$ cat src/bqg_pkg.sv
package bqg_pkg;

    localparam int MAX_GLYPHS = 4096;
    localparam int CNT_W      = $clog2(MAX_GLYPHS + 1);
    localparam int VN_W       = 14;
    localparam int CFG_W      = 16;
    localparam int CFG_IDX_W  = 3;
    localparam int POS_W      = 32;
    localparam int SIZE_W     = 31;
    localparam int TEX_W      = 16;
    localparam int COL_W      = 32;
    localparam int PROD_W     = CFG_W + SIZE_W;
    localparam int ACC_W      = PROD_W + 3;
    localparam int FRAC_SHIFT = 15;
    localparam int ROUND_BIAS = 16384;
    localparam int Q_DEPTH    = 2;
    localparam int Q_AW       = $clog2(Q_DEPTH);

    localparam logic signed [CFG_W-1:0] UNIT_VEC = 16'sd16384;

    typedef enum logic [CFG_IDX_W-1:0] {
        REG_RIGHT_X = 3'd0,
        REG_RIGHT_Y = 3'd1,
        REG_RIGHT_Z = 3'd2,
        REG_UP_X    = 3'd3,
        REG_UP_Y    = 3'd4,
        REG_UP_Z    = 3'd5
    } cfg_reg_t;

    localparam logic [1:0] CORNER_BL = 2'd0;
    localparam logic [1:0] CORNER_BR = 2'd1;
    localparam logic [1:0] CORNER_TR = 2'd2;
    localparam logic [1:0] CORNER_TL = 2'd3;

    typedef struct packed {
        logic signed [CFG_W-1:0] right_x;
        logic signed [CFG_W-1:0] right_y;
        logic signed [CFG_W-1:0] right_z;
        logic signed [CFG_W-1:0] up_x;
        logic signed [CFG_W-1:0] up_y;
        logic signed [CFG_W-1:0] up_z;
    } cam_cfg_t;

    typedef struct packed {
        logic signed [POS_W-1:0]  center_x;
        logic signed [POS_W-1:0]  center_y;
        logic signed [POS_W-1:0]  center_z;
        logic signed [PROD_W-1:0] prod_rx;
        logic signed [PROD_W-1:0] prod_ry;
        logic signed [PROD_W-1:0] prod_rz;
        logic signed [PROD_W-1:0] prod_ux;
        logic signed [PROD_W-1:0] prod_uy;
        logic signed [PROD_W-1:0] prod_uz;
        logic [TEX_W-1:0]         tex_ul;
        logic [TEX_W-1:0]         tex_vb;
        logic [TEX_W-1:0]         tex_ur;
        logic [TEX_W-1:0]         tex_vt;
        logic [COL_W-1:0]         color;
        logic [VN_W-1:0]          base;
    } glyph_rec_t;

    typedef struct packed {
        logic signed [POS_W-1:0] pos_x;
        logic signed [POS_W-1:0] pos_y;
        logic signed [POS_W-1:0] pos_z;
        logic [TEX_W-1:0]        vert_u;
        logic [TEX_W-1:0]        vert_v;
        logic [COL_W-1:0]        vert_color;
        logic [VN_W-1:0]         vertex_number;
        logic                    tri_valid;
        logic [VN_W-1:0]         tri_first;
        logic [VN_W-1:0]         tri_second;
        logic [VN_W-1:0]         tri_third;
        logic                    last_corner;
    } vertex_t;

endpackage

$ cat src/bqg_queue.sv
module bqg_queue (
    input  logic                aclk,
    input  logic                aresetn,
    input  logic                in_valid,
    output logic                in_ready,
    input  bqg_pkg::glyph_rec_t in_rec,
    output logic                out_valid,
    input  logic                out_ready,
    output bqg_pkg::glyph_rec_t out_rec
);
    import bqg_pkg::*;

    glyph_rec_t        mem_reg [Q_DEPTH];
    logic [Q_AW-1:0]   wr_ptr_reg, wr_ptr_next;
    logic [Q_AW-1:0]   rd_ptr_reg, rd_ptr_next;
    logic [Q_AW:0]     count_reg, count_next;
    logic              push, pop;

    assign in_ready  = count_reg != (Q_AW+1)'(Q_DEPTH);
    assign out_valid = count_reg != '0;
    assign push      = in_valid && in_ready;
    assign pop       = out_valid && out_ready;
    assign out_rec   = mem_reg[rd_ptr_reg];

    always_comb begin
        wr_ptr_next = push ? wr_ptr_reg + Q_AW'(1) : wr_ptr_reg;
        rd_ptr_next = pop ? rd_ptr_reg + Q_AW'(1) : rd_ptr_reg;
        count_next  = count_reg;
        if (push && !pop) begin
            count_next = count_reg + (Q_AW+1)'(1);
        end else if (pop && !push) begin
            count_next = count_reg - (Q_AW+1)'(1);
        end
    end

    always_ff @(posedge aclk) begin
        if (!aresetn) begin
            wr_ptr_reg <= '0;
            rd_ptr_reg <= '0;
            count_reg  <= '0;
        end else begin
            wr_ptr_reg <= wr_ptr_next;
            rd_ptr_reg <= rd_ptr_next;
            count_reg  <= count_next;
        end
    end

    always_ff @(posedge aclk) begin
        if (push) begin
            mem_reg[wr_ptr_reg] <= in_rec;
        end
    end

endmodule

$ cat config.mk
export PLATFORM = sky130hd
export DESIGN_NAME = bqg_queue
export DESIGN_NICKNAME = d
export VERILOG_FILES = /design/src/bqg_pkg.sv /design/src/bqg_queue.sv
export SDC_FILE = /design/constraint.sdc
export NUM_CORES = 1
export LEC_CHECK = 0
export BUFFER_PORTS_ARGS = -buffer_cell sky130_fd_sc_hd__buf_2
export CAP_MARGIN = 10
export CELL_PAD_IN_SITES_DETAIL_PLACEMENT = 1
export CELL_PAD_IN_SITES_GLOBAL_PLACEMENT = 2
export CORE_AREA = 3 3 381 383
export DETAILED_ROUTE_END_ITERATION = 8
export DIE_AREA = 0 0 384 386
export HOLD_SLACK_MARGIN = 0.08
export PLACE_DENSITY_LB_ADDON = 0.25
export SLEW_MARGIN = 20
export SYNTH_ARGS = -nofsm -noshare
export SYNTH_HDL_FRONTEND = slang
export SYNTH_SLANG_ARGS = --single-unit
$ cat constraint.sdc
create_clock -name aclk -period 40.3 [get_ports aclk]
set_input_delay 12.09 -clock aclk [delete_from_list [all_inputs] [get_ports aclk]]
set_output_delay 12.09 -clock aclk [all_outputs]
set_load 0.01 [all_outputs]
==> flow_summary.yaml, run 1 <==
clocking:
  cts-buffers-inserted: 110
  cts.clk_slew.worst_paths_ps: 50
  cts_buffer_depth: 3
  cts_tree: "built"
  cts_resized: 0
  post_cts_buffers: 0
  htreeDepth: 3
  worstSkewPairLatency_ps: 700
  clock-sinks: 981
  ctsHoldBuffers: 0
  root_buffer: "clkbuf_16"
power_and_ir_drop:
  p_per_area_mw_per_mm2: 64.0
  p_sw_share_pct: 28.4
  p_leak_uw: 0.0180
  p_comb_share_pct: 26.6
  clockPowerShare_pct: 30.3
  ir_worst_vdd_mv: 0.0457
  power.internal_uw: 2170
  switchingPower_uw: 862
  pwr-share-seq_pct: 43.1
timing:
  setup_violations: 0
  hold_viol: 0
  fin_crit_sh_pct: 41.5
  rsz0062_at_grt: "no"
  max_freq_ghz: 0.0597
  slew_headroom_pct: 28.3
  worstMarginPinSlew_ps: 1070
  finClkSkew_ps: 38.1
  finalMaxSlewViolations: 0
  min_period_ps: 16740
  fin_tns_setup_ps: 0
die:
  dieArea_mm2: 0.148
  row_count: 138
  die_x_um: 384
  start_util_pct: 26.2
  ios: 982
  core_mm2: 0.142
  chipHeight_um: 386
yosys:
  yosys_warnings: 0
  synth_area_mm2: 0.0372
  yosysSeqAreaShare_pct: 79.1
  synth_seq_cells: 981
  avgSynthCellArea_um2: 24.1
  synthDistinctLibCells: 22
  syn-num-nets: 2035
  syn_inst: 1542
routing:
  vias: 18900
  dr.pass1.iters: 6
  drtAntennaViolNets: 0
  drt-wirelength-per-cell_um: 23.1
  vias_per_cell: 4.09
  first_iter_violations: 755
  drt_wl_total_mm: 107
  drc: 0
grt:
  grt_use_total_pct: 13.7
  grt_pass1_wl_mm: 146
  grt_overflow: 0
  grt_max_degree: 120
  antenna_found_initial: 95
  grt_pass1_vias: 20400
worst_setup_path:
  cp-end-kind: "primary output"
  required_ps: 28210
  cp_max_fo: 55
  crit_buf_inv: 5
  reg2reg_slack_ps: 34760
  path_delay_family: "buffers and inverters"
  worstPathCellList: "buf_16, buf_4, buf_4, buf_4, mux2_2, buf_2"
  critPathSlowestCell: "buf_4"
  cp_common_cell: "buf_4"
  crit_path_max_incr_delay_ps: 880
  crit_type: "reg -> out"
  r2r_start: "count_reg[0]"
  cp-start-kind: "flip-flop"
  r2r_end: "mem_reg[0][383]"
  reg2reg_depth: 7
  arrival_ps: 4650
worst_hold_path:
  hold_end: "count_reg[1]"
  min-delay-start: "count_reg[1]"
  hold_path_depth: 2
  hold_class: "reg -> reg"
finish:
  fillers: 14500
  nNetsFinal: 3096
  drive_gt1_share_pct: 60.8
  largest_reg_flops: 976
  area_growth_pct: 27.7
  final_core_util_pct: 33.5
run:
  maxCapViolCount: 0
run_status:
  status: "finished, final reports clean"
placed_design:
  place.gp.congestion: 0.775
  dpl.hpwl_mm: 78.0
  port_buffers: 981
[worst max path at each step]
stage	startpoint	end	cells after the start
final	flip-flop	out_rec[20]	6
after global placement	in_valid	mem_reg[0][359]	7
after global routing	flip-flop	out_rec[30]	6
after floorplan	in_valid	mem_reg[1][0]	1
after CTS	flip-flop	out_rec[34]	5
after detailed placement	in_valid	mem_reg[0][401]	7
[cell usage after synthesis]
master      n  share of area [%]
or3_1       1              0.017
or2_2       1              0.017
mux2_4    400                 16
mux2_2     88                2.7
o21ai_1     1              0.013
o21ai_0     1              0.013
buf_4       2              0.040
edfxtp_1  976                 79
and2_1      4              0.067
a21boi_0    2              0.040
buf_8      22               0.89
ha_1        1              0.034
nand3b_1    1              0.020
xor2_1      1              0.024
and3_1      1              0.017
inv_1       1              0.010
buf_6      23               0.70
xnor2_1     2              0.047
dfxtp_1     5               0.27
nand2b_1    1              0.017
a21bo_2     1              0.027
buf_2       7              0.094
[cells by family (layout without fill, tap and decap cells)]
kind of cell             after synthesis  after routing  synth area share, %
AND/OR/NAND/NOR                        9              9                0.155
buffers and inverters                 55           1204                 1.73
XOR/XNOR                               3              3               0.0707
multiplexers                         488            488                 18.8
adder cells (fa/ha/maj)                1              1               0.0336
AO/OA/AOI/OAI                          5              5               0.0942
flip-flops                           981            981                 79.1
other                                  0             36                    0
[layout by cell type, fill, tap and decap left out, types with 2 or more instances in the layout]
master / n
diode_2: 36
xnor2_1: 2
buf_12: 3
buf_2: 981
buf_16: 2
clkinvlp_4: 6
clkbuf_1: 33
inv_16: 2
clkinv_1: 27
a21boi_0: 2
mux2_2: 88
bufinv_16: 2
dfxtp_1: 4
mux2_4: 400
and2_1: 4
clkbuf_16: 112
edfxtp_1: 976
inv_6: 4
clkinv_2: 11
buf_4: 17
clkinv_4: 2
[routing by layer]
metal | wire (µm) | up-vias | GRT usage, %
met3 | 13000 | 259 | 7.95
met1 | 35500 | 9343 | 13.3
met4 | 2850 | 96 | 4.18
met5 | 682 | - | 0
met2 | 54500 | 819 | 24.3
li1 | - | 8379 | -
[power by group through the flow]
stage	clock, µW	combinational (µW)	sequential, µW
after floorplan	0	526	1390
after global placement	0	816	1330
after CTS	961	823	1320
after detailed placement	0	820	1340
after global routing	1000	864	1320
final	921	807	1310
[area by class of cell]
| class | count | area, µm² | share of cell area [%] |
|---|---|---|---|
| Sequential cell | 981 | 29400 | 62.0 |
| Multi-Input combinational cell | 506 | 7130 | 15.0 |
| Antenna cell | 36 | 90.1 | 0.190 |
| Timing Repair Buffer | 1003 | 5150 | 10.9 |
| Clock inverter | 55 | 384 | 0.809 |
| Inverter | 1 | 11.3 | 0.0237 |
| Clock buffer | 145 | 2930 | 6.16 |
| Tap cell | 1890 | 2360 | 4.98 |
[tightest hold or removal path: cells and delay by family, from the launching register on]
family | cells | cell delay [ps]
AO/OA/AOI/OAI | 2 | 140
flip-flops | 1 | 340
[through the flow]
stage	cell area, µm²	cells	worst slack [ps]	hold slack, ps	total power [µW]
2_1_floorplan	37200	1542	16180	486	1910
3_3_place_gp	44000	4378	23270	506	2150
3_5_place_dp	44000	4378	23160	527	2160
4_1_cts	47300	4578	22990	537	3100
5_1_grt	47400	4594	23150	578	3180
6_report	47500	4617	23560	529	3040
(Power assumes the default switching activity.)
==> inputs of run 2 (changes only) <==
--- a/config.mk
+++ b/config.mk
@@ -9,9 +9,9 @@
 export CAP_MARGIN = 10
 export CELL_PAD_IN_SITES_DETAIL_PLACEMENT = 1
 export CELL_PAD_IN_SITES_GLOBAL_PLACEMENT = 2
-export CORE_AREA = 3 3 381 383
+export CORE_AREA = 3 3 384 386
 export DETAILED_ROUTE_END_ITERATION = 8
-export DIE_AREA = 0 0 384 386
+export DIE_AREA = 0 0 387 389
 export HOLD_SLACK_MARGIN = 0.08
 export PLACE_DENSITY_LB_ADDON = 0.25
 export SLEW_MARGIN = 20
==> constraint.sdc (replaced) <==
create_clock -name aclk -period 16.9 [get_ports aclk]
set_input_delay 5.07 -clock aclk [delete_from_list [all_inputs] [get_ports aclk]]
set_output_delay 5.07 -clock aclk [all_outputs]
set_load 0.01 [all_outputs]
==> run 2 against run 1 <==
Net effect:
- clock skew is 5.2 ps higher
- first-iteration DRC count is 9.0% higher
- critical path type unchanged
- combinational power is 140% higher
- global-route usage is 0.18 points higher
- routed wire length is 1.7% higher
- register-to-register slack worse by 22000 ps
- sequential cell count stayed put
==> flow_summary.yaml, run 2 (synthesis results as in run 1) <==
run_status:
  status: "finished, final reports clean"
routing:
  vias_per_cell: 4.08
  drt_wl_total_mm: 108
  first_iter_violations: 823
  vias: 18900
  drc: 0
  drt-wirelength-per-cell_um: 23.4
  dr.pass1.iters: 5
  drtAntennaViolNets: 0
clocking:
  htreeDepth: 3
  root_buffer: "clkbuf_16"
  cts.clk_slew.worst_paths_ps: 50
  post_cts_buffers: 0
  cts_buffer_depth: 3
  ctsHoldBuffers: 0
  cts_resized: 0
  clock-sinks: 981
  cts_tree: "built"
  worstSkewPairLatency_ps: 720
  cts-buffers-inserted: 108
die:
  dieArea_mm2: 0.151
  die_x_um: 387
  core_mm2: 0.144
  chipHeight_um: 389
  ios: 982
  row_count: 139
  start_util_pct: 25.8
worst_hold_path:
  hold_class: "reg -> reg"
  min-delay-start: "count_reg[1]"
  hold_path_depth: 2
  hold_end: "count_reg[1]"
run:
  maxCapViolCount: 0
worst_setup_path:
  r2r_end: "mem_reg[1][312]"
  crit_type: "reg -> out"
  crit_path_max_incr_delay_ps: 1010
  cp_max_fo: 127
  path_delay_family: "buffers and inverters"
  cp-end-kind: "primary output"
  cp-start-kind: "flip-flop"
  crit_buf_inv: 3
  reg2reg_depth: 5
  arrival_ps: 4070
  reg2reg_slack_ps: 12620
  cp_common_cell: "buf_12"
  required_ps: 11830
  critPathSlowestCell: "dfxtp_4"
  worstPathCellList: "buf_12, buf_12, mux2_2, buf_2"
  r2r_start: "count_reg[0]"
power_and_ir_drop:
  ir_worst_vdd_mv: 0.0864
  p_per_area_mw_per_mm2: 155
  p_leak_uw: 0.0181
placed_design:
  dpl.hpwl_mm: 78.5
  place_inst: 4386
  place.gp.congestion: 0.775
  port_buffers: 981
grt:
  grt_use_total_pct: 13.8
  grt_overflow: 0
  grt_pass1_vias: 20900
  grt_pass1_wl_mm: 151
  antenna_found_initial: 85
  grt_max_degree: 157
timing:
  max_freq_ghz: 0.109
  finClkSkew_ps: 43.4
  setup_violations: 0
  worstMarginPinSlew_ps: 1080
  rsz0062_at_grt: "no"
  fin_crit_sh_pct: 54.1
  finalMaxSlewViolations: 0
  hold_viol: 0
  min_period_ps: 9140
  fin_tns_setup_ps: 0
  slew_headroom_pct: 27.9
finish:
  largest_reg_flops: 976
  nNetsFinal: 3086
  final_core_util_pct: 33.1
  layout_common_cells: "buf_2, edfxtp_1, mux2_4, clkbuf_16, mux2_2"
  area_growth_pct: 28.2
  instances_no_fill: 4622
  drive_gt1_share_pct: 61.2
  final_common_cell: "buf_2"
[run 2: changes by cell type in the layout (fill, tap and decap cells not counted), sizes merged]
cell	delta
clkinv	+14
clkbuf	-13
buf	-8
bufinv	+8
inv	-5
diode	-3
clkinvlp	-1
[run 2: layout make-up]
type,instances,area (µm²)
Sequential cell,981,29400
Inverter,1,11.3
Multi-Input combinational cell,506,7130
Timing Repair Buffer,995,5100
Fill cell,14700,96200
Tap cell,1903,2380
Antenna cell,33,82.6
Clock inverter,71,701
Clock buffer,132,2840
[run 2: metal layers]
layer  vias to the layer above  wire [µm]  global-route usage, %
met2                       828      54600                   24.3
met5                         -        506                      0
met3                       240      12700                   7.81
met1                      9377      37600                   14.0
met4                        74       2970                   4.05
li1                       8356          -                      -
[run 2: where the power goes]
| group | leakage [µW] | internal (µW) | total, µW | switching, µW |
|---|---|---|---|---|
| registers | 0.00916 | 3040 | 3140 | 93.8 |
| clock network | 0.00172 | 1350 | 2320 | 968 |
| logic | 0.00719 | 891 | 1920 | 1030 |
[run 2: how the worst max path moves through the flow]
stage,to,from,cells past startpoint,slack [ps]
2_1_floorplan,mem_reg[0][0],in_valid,2,1490
3_5_place_dp,mem_reg[1][315],in_valid,5,8120
5_1_grt,out_rec[476],flip-flop,4,7460
6_report,out_rec[476],flip-flop,4,7760
4_1_cts,out_rec[476],flip-flop,4,7600
3_3_place_gp,mem_reg[1][161],in_valid,5,8240
[run 2: stage by stage]
stage	hold WS (ps)	total power, µW	setup slack [ps]	area, µm²
2_1_floorplan	486	4530	1490	37200
3_3_place_gp	506	5140	8240	44000
3_5_place_dp	548	5170	8120	44000
4_1_cts	558	7530	7600	47600
5_1_grt	602	7720	7460	47600
6_report	552	7380	7760	47700
[run 2: worst reg2reg max path, delay by kind of cell (launching register included)]
family / cells / cell delay [ps]
simple gates: 2 / 930
flops: 1 / 410
buf+inv: 3 / 2280
==> inputs of run 3 (changes only) <==
--- a/config.mk
+++ b/config.mk
@@ -9,9 +9,9 @@
 export CAP_MARGIN = 10
 export CELL_PAD_IN_SITES_DETAIL_PLACEMENT = 1
 export CELL_PAD_IN_SITES_GLOBAL_PLACEMENT = 2
-export CORE_AREA = 3 3 384 386
+export CORE_AREA = 3 3 382 384
 export DETAILED_ROUTE_END_ITERATION = 8
-export DIE_AREA = 0 0 387 389
+export DIE_AREA = 0 0 385 387
 export HOLD_SLACK_MARGIN = 0.08
 export PLACE_DENSITY_LB_ADDON = 0.25
 export SLEW_MARGIN = 20
==> constraint.sdc (replaced) <==
create_clock -name aclk -period 7.4 [get_ports aclk]
set_input_delay 2.22 -clock aclk [delete_from_list [all_inputs] [get_ports aclk]]
set_output_delay 2.22 -clock aclk [all_outputs]
set_load 0.01 [all_outputs]
==> run 3 against run 2 <==
Net effect:
- via count increased by 0.29%
- clock power rose by 120%
- cell count rose by 0.48%
- combinational power up 130%
- register-to-register slack worse by 7900 ps
- routed wire length up 4.4%
- largest cell class unchanged
- largest power group unchanged
- highest routed layer unchanged
==> flow_summary.yaml, run 3 (synthesis results as in run 1) <==
timing:
  finClkSkew_ps: 35.0
  setup_violations: 0
  max_freq_ghz: 0.200
  worstMarginPinSlew_ps: 927
  fin_crit_sh_pct: 67.7
  finalMaxSlewViolations: 0
  fin_tns_setup_ps: 0
  rsz0062_at_grt: "no"
  fin_ws_ps: 2390
  slew_headroom_pct: 38.2
  hold_viol: 0
  min_period_ps: 5010
placed_design:
  place.gp.congestion: 0.815
  placedInstanceArea_mm2: 0.0443
  dpl.hpwl_mm: 84.7
  place_ws_ps: 2880
  port_buffers: 981
  place_inst: 4416
grt:
  grt_use_total_pct: 14.6
  antenna_found_initial: 86
  grt_pass1_wl_mm: 155
  grt_max_degree: 129
  grt_pass1_vias: 20800
  grt_overflow: 0
power_and_ir_drop:
  ir_worst_vdd_mv: 0.200
  power.internal_uw: 12000
  power_uw: 16800
  pwr-share-seq_pct: 42.6
  p_leak_uw: 0.0182
  p_sw_share_pct: 28.5
  switchingPower_uw: 4790
  p_comb_share_pct: 26.6
  clockPowerShare_pct: 30.8
  p_per_area_mw_per_mm2: 351
finish:
  largest_reg_flops: 976
  fillers: 14600
  area_growth_pct: 28.5
  layout_common_cells: "buf_2, edfxtp_1, mux2_4, clkbuf_16, mux2_2"
  nNetsFinal: 3118
  final_area_mm2: 0.0478
  instances_no_fill: 4644
  final_common_cell: "buf_2"
  drive_gt1_share_pct: 61.4
routing:
  drtAntennaViolNets: 0
  dr.pass1.iters: 4
  drt_wl_total_mm: 113
  vias_per_cell: 4.08
  first_iter_violations: 1061
  drc: 0
  vias: 18900
  drt-wirelength-per-cell_um: 24.4
clocking:
  cts_tree: "built"
  root_buffer: "clkbuf_16"
  clock-sinks: 981
  cts_resized: 0
  cts_buffer_depth: 3
  cts-buffers-inserted: 110
  htreeDepth: 3
  post_cts_buffers: 0
  worstSkewPairLatency_ps: 690
  ctsHoldBuffers: 0
  cts.clk_slew.worst_paths_ps: 70
die:
  core_mm2: 0.143
  start_util_pct: 26.0
  dieArea_mm2: 0.149
  row_count: 139
  ios: 982
  die_x_um: 385
  chipHeight_um: 387
worst_hold_path:
  hold_class: "reg -> reg"
worst_setup_path:
  cp-start-kind: "flip-flop"
  cp_max_fo: 30
  cp-end-kind: "primary output"
  arrival_ps: 2790
  required_ps: 5180
  crit_type: "reg -> out"
run:
  maxCapViolCount: 0
run_status:
  status: "finished, final reports clean"
## run 3: cell types whose count changed in the layout (fill, tap and decap cells not counted), moves of 2 or more
cell        change
clkinv_1        -3
buf_12          +2
clkbuf_16       +2
clkinv_4        +2
clkinvlp_4      -3
buf_4          +27
clkinv_2        -6
bufinv_16       -4
inv_16          +2
clkinv_16       -3
clkbuf_1        +4
## run 3: critical path, cell delays in order (launching register included)
cell,delay (ps)
dfxtp_4,700
buf_16,290
buf_4,500
mux2_2,420
buf_2,150
## run 3: metrics by stage
step,hold WS (ps),utilization [%]
floorplan,486,-
global placement,502,30.9
detailed placement,550,31.0
CTS,568,33.3
global route,593,33.3
finish,563,33.4
## run 3: cell type report
type,count,area [µm²],area share [%]
Multi-Input combinational cell,506,7130,14.9
Timing Repair Buffer,1025,5370,11.2
Antenna cell,34,85.1,0.178
Clock inverter,56,485,1.02
Sequential cell,981,29400,61.6
Inverter,1,7.51,0.0157
Clock buffer,138,2900,6.07
Tap cell,1903,2380,4.98
## run 3: path summary, 6_finish.rpt
check	from	to	slack [ps]	depth (start not counted)
hold / removal	count_reg[1]	count_reg[1]	560	2
hold reg to reg	count_reg[1]	count_reg[1]	560	2
setup / recovery	flip-flop	out_rec[475]	2390	4
setup reg to reg	count_reg[0]	mem_reg[0][192]	4670	5
## run 3: power groups by stage
stage | registers, µW | clock network (µW) | logic [µW]
CTS | 7160 | 5360 | 4610
global route | 7200 | 5580 | 4760
detailed placement | 7270 | 0 | 4600
global placement | 7270 | 0 | 4530
floorplan | 7370 | 0 | 2860
finish | 7140 | 5160 | 4470
## run 3: layer usage
metal	vias to the layer above	track usage (%)	routed length (µm)
li1	8418	-	-
met1	9397	14.2	38000
met2	798	26.4	59000
met3	238	7.22	12500
met4	78	4.84	3120
met5	-	0	517
